## src/rtl/core/bpl_pkg.sv

```systemverilog
`default_nettype none
package bpl_pkg;

    localparam int unsigned NUM_BUTTONS = 3;
    localparam int unsigned CFG_WIDTH = 16;
    localparam int unsigned EVT_WIDTH = 2;

    localparam logic [EVT_WIDTH-1:0] EVT_NONE  = 2'd0;
    localparam logic [EVT_WIDTH-1:0] EVT_SHORT = 2'd1;
    localparam logic [EVT_WIDTH-1:0] EVT_LONG  = 2'd2;

    localparam logic [1:0] REG_LONG_PRESS_TICKS = 2'd0;
    localparam logic [1:0] REG_UPDATE_PERIOD    = 2'd1;
    localparam logic [1:0] REG_BLINK_PERIOD     = 2'd2;
    localparam logic [1:0] REG_BLINK_ON_TICKS   = 2'd3;

    localparam logic [CFG_WIDTH-1:0] RST_LONG_PRESS_TICKS = 16'd20;
    localparam logic [CFG_WIDTH-1:0] RST_UPDATE_PERIOD    = 16'd10;
    localparam logic [CFG_WIDTH-1:0] RST_BLINK_PERIOD     = 16'd10;
    localparam logic [CFG_WIDTH-1:0] RST_BLINK_ON_TICKS   = 16'd5;

    typedef struct packed {
        logic [NUM_BUTTONS-1:0] buttons_raw;
    } t_in_word;

    typedef struct packed {
        logic [EVT_WIDTH-1:0] button1_event;
        logic [EVT_WIDTH-1:0] button2_event;
        logic [EVT_WIDTH-1:0] button3_event;
        logic                 update_pulse;
        logic                 blink_on;
    } t_out_word;

    typedef struct packed {
        logic [1:0]           index;
        logic [CFG_WIDTH-1:0] value;
    } t_cfg_word;

    typedef struct packed {
        logic [CFG_WIDTH-1:0] update_period;
        logic [CFG_WIDTH-1:0] blink_period;
        logic [CFG_WIDTH-1:0] blink_on_ticks;
    } t_timer_cfg;

    typedef struct packed {
        logic accept;
        logic pressed;
    } t_lane_ctrl;

endpackage
`default_nettype wire

```

## src/rtl/core/bpl_stream_if.sv

```systemverilog
`default_nettype none
interface bpl_stream_if #(
    parameter type t_payload = logic
);
    logic     valid;
    logic     ready;
    t_payload data;

    modport source (output valid, output data, input ready);
    modport sink   (input valid, input data, output ready);
endinterface
`default_nettype wire

```

## src/rtl/core/bpl_lane.sv

```systemverilog
`default_nettype none
module bpl_lane
    import bpl_pkg::*;
#(
    parameter int unsigned COUNT_WIDTH = 16
) (
    input  wire logic                 i_clk,
    input  wire logic                 i_rst_n,
    input  wire t_lane_ctrl           i_ctrl,
    input  wire logic [CFG_WIDTH-1:0] i_long_press_ticks,
    output logic [EVT_WIDTH-1:0]      o_event
);

    localparam int unsigned CMP_W = (COUNT_WIDTH > CFG_WIDTH) ? COUNT_WIDTH : CFG_WIDTH;

    logic [COUNT_WIDTH-1:0] r_hold, n_hold;
    logic                   r_prev, n_prev;
    logic [CMP_W-1:0]       w_hold_ext, w_long_ext;

    assign w_hold_ext = CMP_W'(r_hold);
    assign w_long_ext = CMP_W'(i_long_press_ticks);

    always_comb begin
        o_event = EVT_NONE;
        if (!i_ctrl.pressed && r_prev) begin
            o_event = (w_hold_ext < w_long_ext) ? EVT_SHORT : EVT_LONG;
        end
    end

    always_comb begin
        n_hold = r_hold;
        n_prev = r_prev;
        if (i_ctrl.accept) begin
            n_prev = i_ctrl.pressed;
            if (i_ctrl.pressed) begin
                if (r_hold != {COUNT_WIDTH{1'b1}}) begin
                    n_hold = r_hold + COUNT_WIDTH'(1);
                end
            end else if (r_prev) begin
                n_hold = '0;
            end
        end
    end

    always_ff @(posedge i_clk) begin
        if (!i_rst_n) begin
            r_hold <= '0;
            r_prev <= 1'b0;
        end else begin
            r_hold <= n_hold;
            r_prev <= n_prev;
        end
    end

endmodule
`default_nettype wire

```

## src/rtl/core/bpl_timer.sv

```systemverilog
`default_nettype none
module bpl_timer
    import bpl_pkg::*;
(
    input  wire logic       i_clk,
    input  wire logic       i_rst_n,
    input  wire logic       i_accept,
    input  wire t_timer_cfg i_cfg,
    output logic            o_update_pulse,
    output logic            o_blink_on
);

    logic [CFG_WIDTH-1:0] r_update, n_update;
    logic [CFG_WIDTH-1:0] r_blink, n_blink;
    logic [CFG_WIDTH:0]   w_update_inc, w_blink_inc;

    assign w_update_inc   = {1'b0, r_update} + (CFG_WIDTH+1)'(1);
    assign w_blink_inc    = {1'b0, r_blink} + (CFG_WIDTH+1)'(1);
    assign o_update_pulse = (w_update_inc >= {1'b0, i_cfg.update_period});
    assign o_blink_on     = (r_blink < i_cfg.blink_on_ticks);

    always_comb begin
        n_update = r_update;
        n_blink  = r_blink;
        if (i_accept) begin
            n_update = o_update_pulse ? '0 : w_update_inc[CFG_WIDTH-1:0];
            n_blink  = (w_blink_inc >= {1'b0, i_cfg.blink_period}) ?
                       '0 : w_blink_inc[CFG_WIDTH-1:0];
        end
    end

    always_ff @(posedge i_clk) begin
        if (!i_rst_n) begin
            r_update <= '0;
            r_blink  <= '0;
        end else begin
            r_update <= n_update;
            r_blink  <= n_blink;
        end
    end

endmodule
`default_nettype wire

```

## src/rtl/core/button_press_length_classifier_core.sv

```systemverilog
`default_nettype none
// channel  | dir | word       | fields
// i_in     | in  | t_in_word  | buttons_raw (active-low levels, one tick per word)
// o_out    | out | t_out_word | button1..3_event, update_pulse, blink_on
// i_cfg    | in  | t_cfg_word | index (0..3), value (16 bit)
//
// one tick word per clock unless o_out stalls; the output register holds its result word
// three hold-count lanes and one period timer work in the same cycle, merged into that register
// reset is synchronous, active low; all registers but the output word return to their reset values
// o_out stalls hold the output register; i_in is taken whenever that register is free or drains
// i_cfg is always ready; a valid word writes the config register that its index names
module button_press_length_classifier_core
    import bpl_pkg::*;
#(
    parameter int unsigned COUNT_WIDTH = 16
) (
    input  wire logic    i_clk,
    input  wire logic    i_rst_n,
    bpl_stream_if.sink   i_in,
    bpl_stream_if.source o_out,
    bpl_stream_if.sink   i_cfg
);

    logic [CFG_WIDTH-1:0] r_long_press_ticks;
    t_timer_cfg           r_timer_cfg;
    logic                 r_out_valid, n_out_valid;
    t_out_word            r_out_word;
    logic                 w_accept;
    logic [NUM_BUTTONS-1:0] w_pressed;
    logic [EVT_WIDTH-1:0] w_event [NUM_BUTTONS];
    logic                 w_update_pulse, w_blink_on;
    t_cfg_word            w_cfg;

    assign i_in.ready  = !r_out_valid || o_out.ready;
    assign w_accept    = i_in.valid && i_in.ready;
    assign w_pressed   = ~i_in.data.buttons_raw;
    assign i_cfg.ready = 1'b1;
    assign w_cfg       = i_cfg.data;

    // per-button lanes
    for (genvar g = 0; g < NUM_BUTTONS; g++) begin : g_lane
        t_lane_ctrl w_ctrl;
        assign w_ctrl.accept  = w_accept;
        assign w_ctrl.pressed = w_pressed[g];
        bpl_lane #(
            .COUNT_WIDTH(COUNT_WIDTH)
        ) u_lane (
            .i_clk              (i_clk),
            .i_rst_n            (i_rst_n),
            .i_ctrl             (w_ctrl),
            .i_long_press_ticks (r_long_press_ticks),
            .o_event            (w_event[g])
        );
    end

    bpl_timer u_timer (
        .i_clk          (i_clk),
        .i_rst_n        (i_rst_n),
        .i_accept       (w_accept),
        .i_cfg          (r_timer_cfg),
        .o_update_pulse (w_update_pulse),
        .o_blink_on     (w_blink_on)
    );

    // config registers
    always_ff @(posedge i_clk) begin
        if (!i_rst_n) begin
            r_long_press_ticks         <= RST_LONG_PRESS_TICKS;
            r_timer_cfg.update_period  <= RST_UPDATE_PERIOD;
            r_timer_cfg.blink_period   <= RST_BLINK_PERIOD;
            r_timer_cfg.blink_on_ticks <= RST_BLINK_ON_TICKS;
        end else if (i_cfg.valid) begin
            unique case (w_cfg.index)
                REG_LONG_PRESS_TICKS: r_long_press_ticks         <= w_cfg.value;
                REG_UPDATE_PERIOD:    r_timer_cfg.update_period  <= w_cfg.value;
                REG_BLINK_PERIOD:     r_timer_cfg.blink_period   <= w_cfg.value;
                REG_BLINK_ON_TICKS:   r_timer_cfg.blink_on_ticks <= w_cfg.value;
                default: ;
            endcase
        end
    end

    // merge stage
    always_comb begin
        n_out_valid = r_out_valid;
        if (w_accept) begin
            n_out_valid = 1'b1;
        end else if (o_out.ready) begin
            n_out_valid = 1'b0;
        end
    end

    always_ff @(posedge i_clk) begin
        if (!i_rst_n) begin
            r_out_valid <= 1'b0;
        end else begin
            r_out_valid <= n_out_valid;
        end
    end

    always_ff @(posedge i_clk) begin
        if (w_accept) begin
            r_out_word.button1_event <= w_event[0];
            r_out_word.button2_event <= w_event[1];
            r_out_word.button3_event <= w_event[2];
            r_out_word.update_pulse  <= w_update_pulse;
            r_out_word.blink_on      <= w_blink_on;
        end
    end

    assign o_out.valid = r_out_valid;
    assign o_out.data  = r_out_word;

endmodule
`default_nettype wire

```

## src/flat_wrapper.sv

```systemverilog
// flat-port wrapper written by rule: the top's interface ports become plain ports
module button_press_length_classifier_core_flat import bpl_pkg::*;
#(
    parameter int unsigned COUNT_WIDTH = 16
)
  (i_clk, i_rst_n, i_in_valid, i_in_data, i_in_ready, o_out_valid, o_out_data, o_out_ready, i_cfg_valid, i_cfg_data, i_cfg_ready);
  bpl_stream_if #(.t_payload(t_in_word)) i_in_i ();
  bpl_stream_if #(.t_payload(t_out_word)) o_out_i ();
  bpl_stream_if #(.t_payload(t_cfg_word)) i_cfg_i ();
  input  wire logic i_clk;
  input  wire logic i_rst_n;
  input wire logic [$bits(i_in_i.valid)-1:0] i_in_valid;
  input wire logic [$bits(i_in_i.data)-1:0] i_in_data;
  output wire logic [$bits(i_in_i.ready)-1:0] i_in_ready;
  output wire logic [$bits(o_out_i.valid)-1:0] o_out_valid;
  output wire logic [$bits(o_out_i.data)-1:0] o_out_data;
  input wire logic [$bits(o_out_i.ready)-1:0] o_out_ready;
  input wire logic [$bits(i_cfg_i.valid)-1:0] i_cfg_valid;
  input wire logic [$bits(i_cfg_i.data)-1:0] i_cfg_data;
  output wire logic [$bits(i_cfg_i.ready)-1:0] i_cfg_ready;
  assign i_in_i.valid = i_in_valid;
  assign i_in_i.data = i_in_data;
  assign i_in_ready = i_in_i.ready;
  assign o_out_valid = o_out_i.valid;
  assign o_out_data = o_out_i.data;
  assign o_out_i.ready = o_out_ready;
  assign i_cfg_i.valid = i_cfg_valid;
  assign i_cfg_i.data = i_cfg_data;
  assign i_cfg_ready = i_cfg_i.ready;
  button_press_length_classifier_core #(.COUNT_WIDTH(COUNT_WIDTH)) u_core (.i_clk(i_clk), .i_rst_n(i_rst_n), .i_in(i_in_i), .o_out(o_out_i), .i_cfg(i_cfg_i));
endmodule
```

## config.mk

```make
export PLATFORM = sky130hd
export DESIGN_NAME = button_press_length_classifier_core_flat
export DESIGN_NICKNAME = d
export VERILOG_FILES = /design/src/rtl/core/bpl_pkg.sv /design/src/rtl/core/bpl_stream_if.sv /design/src/rtl/core/bpl_lane.sv /design/src/rtl/core/bpl_timer.sv /design/src/rtl/core/button_press_length_classifier_core.sv /design/src/flat_wrapper.sv
export SDC_FILE = /design/constraint.sdc
export NUM_CORES = 1
export LEC_CHECK = 0
export BUFFER_PORTS_ARGS = -buffer_cell sky130_fd_sc_hd__buf_2
export CORE_MARGIN = 5
export CORE_UTILIZATION = 62
export DETAILED_ROUTE_END_ITERATION = 8
export PLACE_DENSITY = 0.8
export SYNTH_ARGS = -nofsm -noshare
export SYNTH_HDL_FRONTEND = slang
export SYNTH_SLANG_ARGS = --single-unit
```

## constraint.sdc

```tcl
create_clock -name i_clk -period 3.72 [get_ports i_clk]
set_input_delay 0.744 -clock i_clk [delete_from_list [all_inputs] [get_ports i_clk]]
set_output_delay 0.744 -clock i_clk [all_outputs]
set_load 0.02 [all_outputs]
```

==> metrics.csv, run 1 <==
stage;metric;value;unit
clock_network;H-tree levels;4;
timing;unrepaired setup endpoints after global routing;false;
setup_path;CP Buf/Inv Count;0;
placed_design;DP Area;9290;sq um
timing;Setup TNS Final;0;ps
setup_path;CP required;3990;ps
logic_synthesis;Ys Warns;0;
clock_network;clock-pin slew of the registers on the worst-case setup and hold paths;60;ps
detailed_routing;Routed WL;22.6;mm
timing;Max-slew headroom;20.9;%
placed_design;IO buf count;35;
clock_network;cts hold-fix bufs;0;
final_layout;final instance area;10000;sq um
logic_synthesis;Post-Synthesis Cells;1102;
final_layout;Area Overhead vs Synth;11.5;%
logic_synthesis;synthesized flop and latch total;156;
timing;max-slew violation count;0;
final_layout;share of cells above drive strength 1;9.34;%
logic_synthesis;register area share after synthesis;35.6;%
setup_path;worst path cell trace;and2_1, and4_1, nand3_1, nor4_2, xor2_1, ha_1, nand3_1, or3_1, o21ai_2, a2111oi_4, nand3_1, a21oi_1;
detailed_routing;drt initial violations;551;
final_layout;Nets;1247;
logic_synthesis;top cell type's share of synthesized area;33.0;%
logic_synthesis;mean area per synthesized cell;8.16;sq um
final_layout;fill cell count;1104;
global_routing;initial antenna violation count;0;
detailed_routing;vias per cell;6.04;
logic_synthesis;syn nets;1225;
setup_path;R2R cell count;12;
logic_synthesis;Post-synth top flop;dfxtp_1;
detailed_routing;DR pass1 iterations;7;
timing;Period Utilization, post-route;93.1;%
timing;Tmin final;3460;ps
placed_design;final estimated routing congestion in global placement;0.867;
clock_network;CTS max path bufs;2;
setup_path;critical path's most frequent cell;nand3_1;
logic_synthesis;Yosys top cell by area;dfxtp_1;
clock_network;Setup Fix Bufs, Post-CTS;0;
logic_synthesis;async set-reset flop share out of synthesis;0;%
setup_path;Worst Setup EP;u_core.u_timer.r_update[3];
logic_synthesis;Yosys cell types;66;
die;Core Footprint;14400;sq um
global_routing;total track usage;27.1;%
die;Initial Util;62.6;%
setup_path;Crit Path Class;reg2reg;
logic_synthesis;Post-synth top cells;189 x nand2_1, 148 x dfxtp_1, 102 x a21oi_1;
setup_path;Reg2Reg Setup Slack;260;ps
power_and_ir_drop;Total Power Consumption;0.00398;W
placed_design;DP HPWL;15.7;mm
clock_network;Num CTS Buffers;17;
power_and_ir_drop;VDD IR max;355;uV
clock_network;Clock Sinks;156;
detailed_routing;DR vias;7968;
global_routing;largest net degree at the start of global routing;77;
clock_network;Root Buffer Master;clkbuf_16;
setup_path;Critical-path top delay cell;or3_1;
detailed_routing;Final ANT Viol Nets;0;
status;status;finished, final reports clean;
setup_path;crit path launch;u_core.u_timer.r_update[2];
setup_path;CP Capture Type;register;
setup_path;CP Launch Type;register;
die;Die Wd;130;microns
die;DIE AREA;17000;sq um
setup_path;CP Max Fanout;11;
die;FP Rows;44;
global_routing;GRT Residual Overflow;0;
logic_synthesis;Post-Syn Area;8990;sq um
timing;Peak Freq;289;MHz
min_path;Min-Delay Path Class;reg2reg;
run;max-cap violation count;0;
die;Die H;130;microns
setup_path;Top delay family on crit path;simple AND/OR/NAND/NOR gates;
final_layout;Ant. Diodes;0;
setup_path;reg2reg end;u_core.u_timer.r_update[3];
timing;hold_ws;455;ps
setup_path;CP arrival;3730;ps
global_routing;vias in the first global route;7296;
detailed_routing;Wirelength per Cell;17.2;microns
timing;count of final setup violators;0;
timing;final hold violations;0;
setup_path;RR Startpoint;u_core.u_timer.r_update[2];
power_and_ir_drop;Cell Pwr Density;397;nW/um^2
logic_synthesis;leading cell type by number of instances after synthesis;nand2_1;
die;Ports;37;
clock_network;CTS tree;done;
logic_synthesis;EDFF count, synth;8;
final_layout;fin util;69.8;%
detailed_routing;DRC;0;
timing;Final Skew;8.58;ps
clock_network;latest clock arrival within the worst-skew pair;420;ps
global_routing;first-pass GRT wire length;36.7;mm
timing;Worst Tran Pin Value;1180;ps
setup_path;Crit path depth;12;
power_and_ir_drop;P_leak;4.14;nW
logic_synthesis;Synth area leaders;dfxtp_1 33%, ha_1 14%, nand2_1 7.9%;
setup_path;Slowest Stage Delay on Critical Path;450;ps
[stage by stage]
step / instances / worst slack [ps]
after global routing: 1319 / 17.9
after floorplan: 1102 / 595
after detailed placement: 1287 / -107
final: 1319 / 256
after global placement: 1287 / 151
after CTS: 1318 / 40.7
[how the worst min path moves through the flow]
stage	start	slack (ps)	depth (start not counted)	to
2_1_floorplan	u_core.r_long_press_ticks[10]	440	2	u_core.r_long_press_ticks[10]
3_3_place_gp	u_core.r_timer_cfg[20]	440	2	u_core.r_timer_cfg[20]
3_5_place_dp	u_core.r_timer_cfg[12]	450	2	u_core.r_timer_cfg[12]
4_1_cts	u_core.r_timer_cfg[12]	460	2	u_core.r_timer_cfg[12]
5_1_grt	u_core.r_timer_cfg[15]	470	2	u_core.r_timer_cfg[15]
6_report	u_core.r_long_press_ticks[1]	450	2	u_core.r_long_press_ticks[1]
[cell families after synthesis]
kind of cell | Yosys count | synth area share (%)
xor+xnor | 60 | 5.85
buf+inv | 115 | 5.11
compound gates | 211 | 14.8
mux | 2 | 0.223
other cells | 1 | 0.0417
fa+ha+maj | 97 | 13.5
flops | 156 | 35.6
simple gates | 460 | 24.9
[where the power goes]
part	switching, W	internal (W)	total (W)
Combinational	0.000213	0.000106	0.000319
Clock	0.000699	0.00121	0.00191
Sequential	0.0000264	0.00172	0.00175
Total	0.000939	0.00304	0.00398
[state kept, by name (all words and copies together), names as in the netlist]
signal                       flops
u_core.o_out.data                8
u_core.r_long_press_ticks       16
u_core.u_timer.r_update         16
u_core.g_lane.u_lane.r_hold     48
u_core.o_out.valid               1
u_core.r_timer_cfg              48
u_core.g_lane.u_lane.r_prev      3
u_core.u_timer.r_blink          16
[layer usage]
layer / part of all wire [%] / vias to the layer above / wire (microns) / global-route usage [%]
met5: 0 / - / 0 / 0
met4: 2.2 / 0 / 498 / 9.20
met3: 5.6 / 54 / 1270 / 5.04
met2: 47 / 269 / 10600 / 43.3
met1: 45 / 3732 / 10300 / 37.2
li1: - / 3913 / - / -
[what timing repair did]
action	4_1_cts	5_1_grt
cloned	1	1
resized for setup	2	6
pin swaps	1	3
endpoints found under the hold margin	0	0
setup endpoints to repair	16	24
[worst reg2reg max path, cell delays in order (launching register included)]
cell and delay, ps:
dfxtp_1 430, and2_1 270, and4_1 260, nand3_1 160, nor4_2 420, xor2_1 130
ha_1 330, nand3_1 100, or3_1 450, o21ai_2 390, a2111oi_4 140, nand3_1 180
a21oi_1 70
[placed cells by master, fill, tap and decap left out, types with 7 or more instances in the layout]
cell,netlist,routed
a211oi_1,11,11
a21o_1,15,15
a21oi_1,102,102
a22o_1,7,7
and3_1,14,14
and4_1,9,9
buf_2,7,35
buf_4,3,14
clkbuf_16,0,19
dfxtp_1,148,148
edfxtp_1,8,8
ha_1,97,97
inv_1,67,66
nand2_1,189,189
nand2b_1,15,15
nand3_1,43,43
nand4_1,37,37
nor2_1,80,80
nor2b_1,9,9
nor3_1,14,12
nor4_1,7,7
o211ai_1,8,8
o21a_1,9,9
o21ai_0,27,26
or3_1,7,7
xnor2_1,20,20
xor2_1,40,40
[layout make-up]
class	instances	area (sq um)	area share (%)
tap	184	230	2.30
inverter	67	251	2.51
clock buffer	20	489	4.88
clock inverter	10	159	1.59
multi-input combinational	833	5410	54.0
sequential	156	3200	32.0
timing repair buffer	49	280	2.80
Note: power is estimated with default switching activity, not from simulation.
==> inputs of run 2 (changes only) <==
--- a/config.mk
+++ b/config.mk
@@ -6,10 +6,11 @@
 export NUM_CORES = 1
 export LEC_CHECK = 0
 export BUFFER_PORTS_ARGS = -buffer_cell sky130_fd_sc_hd__buf_2
+export CORE_ASPECT_RATIO = 1.1
 export CORE_MARGIN = 5
-export CORE_UTILIZATION = 62
+export CORE_UTILIZATION = 50
 export DETAILED_ROUTE_END_ITERATION = 8
-export PLACE_DENSITY = 0.8
+export PLACE_DENSITY = 0.67
 export SYNTH_ARGS = -nofsm -noshare
 export SYNTH_HDL_FRONTEND = slang
 export SYNTH_SLANG_ARGS = --single-unit
==> run 2 against run 1 <==
Net effect: global-route usage is 4.7 points lower; critical path type unchanged; largest cell class unchanged; design area is 0.15% lower; setup slack better by 22 ps; sequential power hardly changed.
==> metrics.csv, run 2 (synthesis gave the netlist of run 1 again) <==
stage;metric;value;unit;change
clock_network;Num CTS Buffers;17;;unchanged
detailed_routing;DR vias;7693;;-3.5%
die;DIE AREA;20800;sq um;+22%
run;max-cap violation count;0;;unchanged
global_routing;total track usage;22.5;%;-4.7 points
timing;final hold violations;0;;unchanged
setup_path;Crit Path Class;reg2reg;;
min_path;Hold Path Cell Cnt;2;;unchanged
global_routing;initial antenna violation count;0;;unchanged
placed_design;post-place setup slack;52.1;ps;+159 ps
final_layout;share of cells above drive strength 1;9.81;%;+0.47 points
placed_design;DP HPWL;16.1;mm;+3.2%
clock_network;clock-pin slew of the registers on the worst-case setup and hold paths;70;ps;about the same
final_layout;Area Overhead vs Synth;11.3;%;
status;status;finished, final reports clean;;
global_routing;largest net degree at the start of global routing;66;;-14%
timing;unrepaired setup endpoints after global routing;false;;
die;FP Rows;51;;+16%
final_layout;most frequent cells in the layout;189 x nand2_1, 148 x dfxtp_1, 102 x a21oi_1, 97 x ha_1, 79 x nor2_1;;
clock_network;Root Buffer Master;clkbuf_16;;
final_layout;Nets;1252;;+0.40%
final_layout;commonest non-fill, non-tap cell in the layout;nand2_1;;
timing;Peak Freq;291;MHz;+0.63%
placed_design;IO buf count;35;;unchanged
min_path;Min-Delay Path Class;reg2reg;;
timing;count of final setup violators;0;;unchanged
global_routing;vias in the first global route;7255;;-0.56%
detailed_routing;Wirelength per Cell;16.4;microns;-4.3%
final_layout;fill cell count;1700;;+54%
setup_path;R2R cell count;12;;unchanged
detailed_routing;Final ANT Viol Nets;0;;unchanged
final_layout;multi-input logic area;5360;sq um;-0.90%
timing;Period Utilization, post-route;92.5;%;-0.58 points
global_routing;GRT Residual Overflow;0;;unchanged
power_and_ir_drop;VDD IR max;342;uV;-3.4%
detailed_routing;vias per cell;5.57;;-7.7%
timing;max-slew violation count;0;;unchanged
clock_network;CTS max path bufs;2;;unchanged
die;Core Footprint;17700;sq um;+23%
detailed_routing;drt initial violations;446;;-19%
power_and_ir_drop;Cell Pwr Density;375;nW/um^2;-5.4%
placed_design;final estimated routing congestion in global placement;0.872;;+0.48%
timing;Worst Tran Pin Value;1090;ps;-86.8 ps
clock_network;H-tree levels;4;;unchanged
setup_path;CP Capture Type;register;;
global_routing;first-pass GRT wire length;36.7;mm;+0.23%
clock_network;cts hold-fix bufs;0;;unchanged
clock_network;CTS tree;done;;
power_and_ir_drop;P_leak;4.12;nW;-0.59%
detailed_routing;DR pass1 iterations;5;;-2
clock_network;latest clock arrival within the worst-skew pair;430;ps;about the same
setup_path;CP required;4000;ps;about the same
setup_path;CP Launch Type;register;;
timing;Final Skew;9.23;ps;+0.648 ps
die;Die Wd;138;microns;+5.7%
timing;Setup TNS Final;0;ps;unchanged
clock_network;Clock Sinks;156;;unchanged
final_layout;Largest regs;u_core.g_lane.u_lane.r_hold: 48 flops, u_core.r_timer_cfg: 48 flops;;
timing;fin worst setup slack;278;ps;+21.6 ps
final_layout;Reg area;3200;sq um;unchanged
timing;Tmin final;3440;ps;-21.6 ps
timing;Max-slew headroom;26.8;%;+5.8 points
detailed_routing;Routed WL;22.7;mm;about the same
die;Initial Util;50.9;%;-12 points
setup_path;CP Max Fanout;11;;unchanged
die;Ports;37;;unchanged
final_layout;Ant. Diodes;0;;unchanged
setup_path;CP arrival;3720;ps;about the same
detailed_routing;DRC;0;;unchanged
die;Die H;151;microns;+16%
## run 2: routing by layer
layer	wire (microns)	vias to the layer above	track usage, %
met5	0	-	0
met4	491	0	7.76
met3	894	37	3.74
met2	10600	148	37.1
met1	10700	3585	29.7
li1	-	3923	-
## run 2: worst paths after layout
check | startpoint | slack, ps | to
max | u_core.u_timer.r_update[2] | 280 | u_core.u_timer.r_update[15]
min | u_core.r_long_press_ticks[15] | 450 | u_core.r_long_press_ticks[15]
max reg2reg | u_core.u_timer.r_update[2] | 280 | u_core.u_timer.r_update[15]
min reg2reg | u_core.r_long_press_ticks[15] | 450 | u_core.r_long_press_ticks[15]
## run 2: power breakdown
| part | internal [W] | switching (W) | leakage [nW] | total, W |
|---|---|---|---|---|
| sequential | 0.00172 | 0.0000264 | 1.28 | 0.00175 |
| clock | 0.000891 | 0.000805 | 0.283 | 0.00170 |
| combinational | 0.000103 | 0.000211 | 2.56 | 0.000314 |
## run 2: through the flow
stage,power [W],util [%],instance area [sq um],instances,hold slack [ps]
after detailed placement,0.00209,53.2,9410,1347,448
after global routing,0.00390,56.6,10000,1380,474
after CTS,0.00378,56.4,9970,1379,457
final,0.00376,56.6,10000,1380,455
after floorplan,0.00198,-,8990,1102,436
after global placement,0.00209,53.2,9410,1347,441
## run 2: final cells by class
| type | count | area share (%) |
|---|---|---|
| Clock inverter | 15 | 1.44 |
| Tap cell | 238 | 2.98 |
| Multi-Input combinational cell | 832 | 53.6 |
| Clock buffer | 17 | 4.25 |
| Sequential cell | 156 | 32.0 |
| Timing Repair Buffer | 55 | 3.25 |
| Inverter | 67 | 2.51 |
## run 2: timing repair
action / CTS / global route
buffers inserted: 0 / 0
resized for setup: 0 / 4
endpoints found under the setup margin: 0 / 28
## run 2: worst max-delay path: stages, from the launching register on
cell,delay (ps)
dfxtp_1,410
and2_1,260
and4_1,270
nand3_1,140
nor4_2,370
xor2_1,120
ha_1,320
nand3_1,90
or3_1,410
nor3_2,410
a2111oi_4,230
nand3b_1,170
a31oi_1,90
==> inputs of run 3 (changes only) <==
--- a/config.mk
+++ b/config.mk
@@ -6,11 +6,11 @@
 export NUM_CORES = 1
 export LEC_CHECK = 0
 export BUFFER_PORTS_ARGS = -buffer_cell sky130_fd_sc_hd__buf_2
-export CORE_ASPECT_RATIO = 1.1
+export CORE_ASPECT_RATIO = 0.8
 export CORE_MARGIN = 5
 export CORE_UTILIZATION = 50
 export DETAILED_ROUTE_END_ITERATION = 8
-export PLACE_DENSITY = 0.67
+export PLACE_DENSITY = 0.7
 export SYNTH_ARGS = -nofsm -noshare
 export SYNTH_HDL_FRONTEND = slang
 export SYNTH_SLANG_ARGS = --single-unit
==> run 3 against run 2 <==
Net effect: global-route usage is 0.28 points lower; highest routed layer unchanged; design area hardly changed; worst hold slack hardly changed; first-iteration DRC count is 39% higher.
==> metrics.csv, run 3 (synthesis gave the netlist of run 1 again) <==
stage;metric;value;unit;change
timing;final hold violations;0;;unchanged
timing;count of final setup violators;0;;unchanged
timing;max-slew violation count;0;;unchanged
timing;unrepaired setup endpoints after global routing;false;;
die;Initial Util;51.4;%;+0.55 points
clock_network;post-cts sizing count;0;;unchanged
status;status;finished, final reports clean;;
global_routing;GR peak layer;met2;;
setup_path;Crit Path Class;reg2reg;;
global_routing;vias in the first global route;7313;;+0.80%
die;FP Rows;43;;-16%
timing;Max-slew headroom;23.7;%;-3.1 points
min_path;worst hold start;u_core.r_timer_cfg[28];;
detailed_routing;DR pass1 iterations;7;;+2
global_routing;largest net degree at the start of global routing;55;;-17%
detailed_routing;Wirelength per Cell;16.6;microns;+0.85%
final_layout;commonest non-fill, non-tap cell in the layout;nand2_1;;
die;Ports;37;;unchanged
power_and_ir_drop;Cell Pwr Density;382;nW/um^2;+1.9%
final_layout;share of cells above drive strength 1;9.49;%;-0.32 points
die;Core Footprint;17500;sq um;-1.1%
clock_network;Num CTS Buffers;17;;unchanged
power_and_ir_drop;P_leak;4.13;nW;+0.28%
setup_path;Reg2Reg Setup Slack;290;ps;about the same
clock_network;CTS tree;done;;
min_path;Hold Path Sink;u_core.r_timer_cfg[28];;
min_path;Hold Path Cell Cnt;2;;unchanged
placed_design;DP HPWL;15.9;mm;-1.4%
detailed_routing;drt initial violations;619;;+39%
die;DIE AREA;20800;sq um;about the same
final_layout;Reg area;3200;sq um;unchanged
min_path;Min-Delay Path Class;reg2reg;;
setup_path;R2R cell count;13;;+1
timing;Peak Freq;291;MHz;+0.24%
clock_network;Setup Fix Bufs, Post-CTS;0;;unchanged
placed_design;final estimated routing congestion in global placement;0.840;;-3.6%
detailed_routing;DRC;0;;unchanged
final_layout;post-route insts no fill;1363;;-1.2%
clock_network;clock-pin slew of the registers on the worst-case setup and hold paths;60;ps;about the same
global_routing;initial antenna violation count;0;;unchanged
final_layout;multi-input logic area;5380;sq um;+0.30%
global_routing;total track usage;22.2;%;-0.28 points
die;Die H;130;microns;-14%
power_and_ir_drop;switching portion of total power;24.7;%;-3.1 points
setup_path;CP Launch Type;register;;
final_layout;Largest regs;u_core.g_lane.u_lane.r_hold: 48 flops, u_core.r_timer_cfg: 48 flops;;
placed_design;IO buf count;35;;unchanged
global_routing;first-pass GRT wire length;37.2;mm;+1.3%
setup_path;RR Startpoint;u_core.u_timer.r_blink[0];;
setup_path;CP arrival;3760;ps;+40 ps
detailed_routing;DR vias;7745;;+0.68%
setup_path;CP required;4040;ps;+40 ps
setup_path;CP Capture Type;register;;
timing;Worst Tran Pin Value;1140;ps;+46.3 ps
clock_network;latest clock arrival within the worst-skew pair;440;ps;about the same
final_layout;Nets;1249;;-0.24%
power_and_ir_drop;Int Pwr;0.00288;W;+6.2%
timing;Setup TNS Final;0;ps;unchanged
clock_network;Clock Sinks;156;;unchanged
placed_design;placed insts;1331;;-1.2%
clock_network;H-tree levels;4;;unchanged
global_routing;GRT Residual Overflow;0;;unchanged
setup_path;CP Max Fanout;11;;unchanged
power_and_ir_drop;VDD IR max;251;uV;-27%
run;max-cap violation count;0;;unchanged
power_and_ir_drop;Gate power share;8.2;%;-0.2 points
final_layout;most frequent cells in the layout;189 x nand2_1, 148 x dfxtp_1, 102 x a21oi_1, 97 x ha_1, 80 x nor2_1;;
power_and_ir_drop;net switching power;0.000945;W;-9.3%
detailed_routing;Routed WL;22.6;mm;-0.39%
timing;Final Skew;8.66;ps;-0.567 ps
clock_network;Root Buffer Master;clkbuf_16;;
timing;Tmin final;3430;ps;-8.14 ps
detailed_routing;vias per cell;5.68;;+1.9%
die;Die Wd;160;microns;+16%
power_and_ir_drop;sequential share of power;45.7;%;-0.8 points
clock_network;CTS max path bufs;2;;unchanged
power_and_ir_drop;Clk pwr share;46.1;%;+1.0 points
timing;hold_ws;455;ps;+0.239 ps
placed_design;post-place setup slack;114;ps;+61.8 ps
global_routing;met3 GRT Util;5.08;%;+1.3 points
final_layout;fill cell count;1577;;-7.2%
final_layout;Ant. Diodes;0;;unchanged
global_routing;met1 usage;31.2;%;+1.5 points
timing;Period Utilization, post-route;92.3;%;-0.22 points
final_layout;Area Overhead vs Synth;11.4;%;about the same
clock_network;cts hold-fix bufs;0;;unchanged
timing;fin worst setup slack;286;ps;+8.14 ps
setup_path;reg2reg end;u_core.u_timer.r_blink[7];;
global_routing;M2 GR Usage;33.9;%;-3.2 points
detailed_routing;Final ANT Viol Nets;0;;unchanged
run 3: cell types whose count changed in the layout (fill, tap and decap cells not counted), moves of 2 or more:
cell and delta:
clkinv_2 +4, clkbuf_8 +2, bufinv_16 +2, inv_6 -6
clkinv_4 -2, buf_4 -3, inv_8 -3
run 3: final cells by class:
type / count / area share (%)
sequential: 156 / 32.0
timing repair buffer: 52 / 3.02
multi-input combinational: 832 / 53.7
clock inverter: 10 / 1.11
clock buffer: 21 / 4.81
inverter: 67 / 2.51
tap: 225 / 2.81
run 3: critical path: stages (launching register included):
cell and delay [ps]:
dfxtp_1 440, ha_1 250, nand3_2 200, nor3_2 300, nand3_1 130, xnor2_1 180
ha_1 340, nand4_1 180, o41ai_1 410, nand2_1 110, nand3_2 150, nor2_1 70
buf_4 180, a221o_2 380
run 3: power groups by stage:
| stage | sequential (W) | combinational (W) | clock, W |
|---|---|---|---|
| 3_3_place_gp | 0.00178 | 0.000302 | 0 |
| 6_report | 0.00175 | 0.000315 | 0.00176 |
| 4_1_cts | 0.00175 | 0.000308 | 0.00179 |
| 5_1_grt | 0.00175 | 0.000356 | 0.00187 |
| 3_5_place_dp | 0.00179 | 0.000306 | 0 |
| 2_1_floorplan | 0.00178 | 0.000197 | 0 |
run 3: worst max path at each step:
stage	cells past startpoint	from	slack (ps)	to
2_1_floorplan	13	u_core.u_timer.r_blink[0]	600	u_core.u_timer.r_blink[12]
3_5_place_dp	12	u_core.u_timer.r_update[2]	110	u_core.u_timer.r_update[5]
3_3_place_gp	12	u_core.u_timer.r_update[2]	190	u_core.u_timer.r_update[2]
4_1_cts	12	u_core.u_timer.r_update[2]	60	u_core.u_timer.r_update[7]
6_report	13	u_core.u_timer.r_blink[0]	290	u_core.u_timer.r_blink[7]
5_1_grt	13	u_core.u_timer.r_blink[0]	6	u_core.u_timer.r_blink[7]
run 3: stage by stage:
step / cell area, sq um / util (%) / power (W)
floorplan: 8990 / - / 0.00198
global placement: 9370 / 53.6 / 0.00209
detailed placement: 9370 / 53.6 / 0.00209
CTS: 9960 / 57.0 / 0.00385
global route: 10000 / 57.3 / 0.00398
finish: 10000 / 57.3 / 0.00383
run 3: routing by layer:
metal,part of all wire [%],wire [microns]
met4,2.1,472
met3,5.6,1260
met5,0,0
met1,49,11100
met2,43,9740
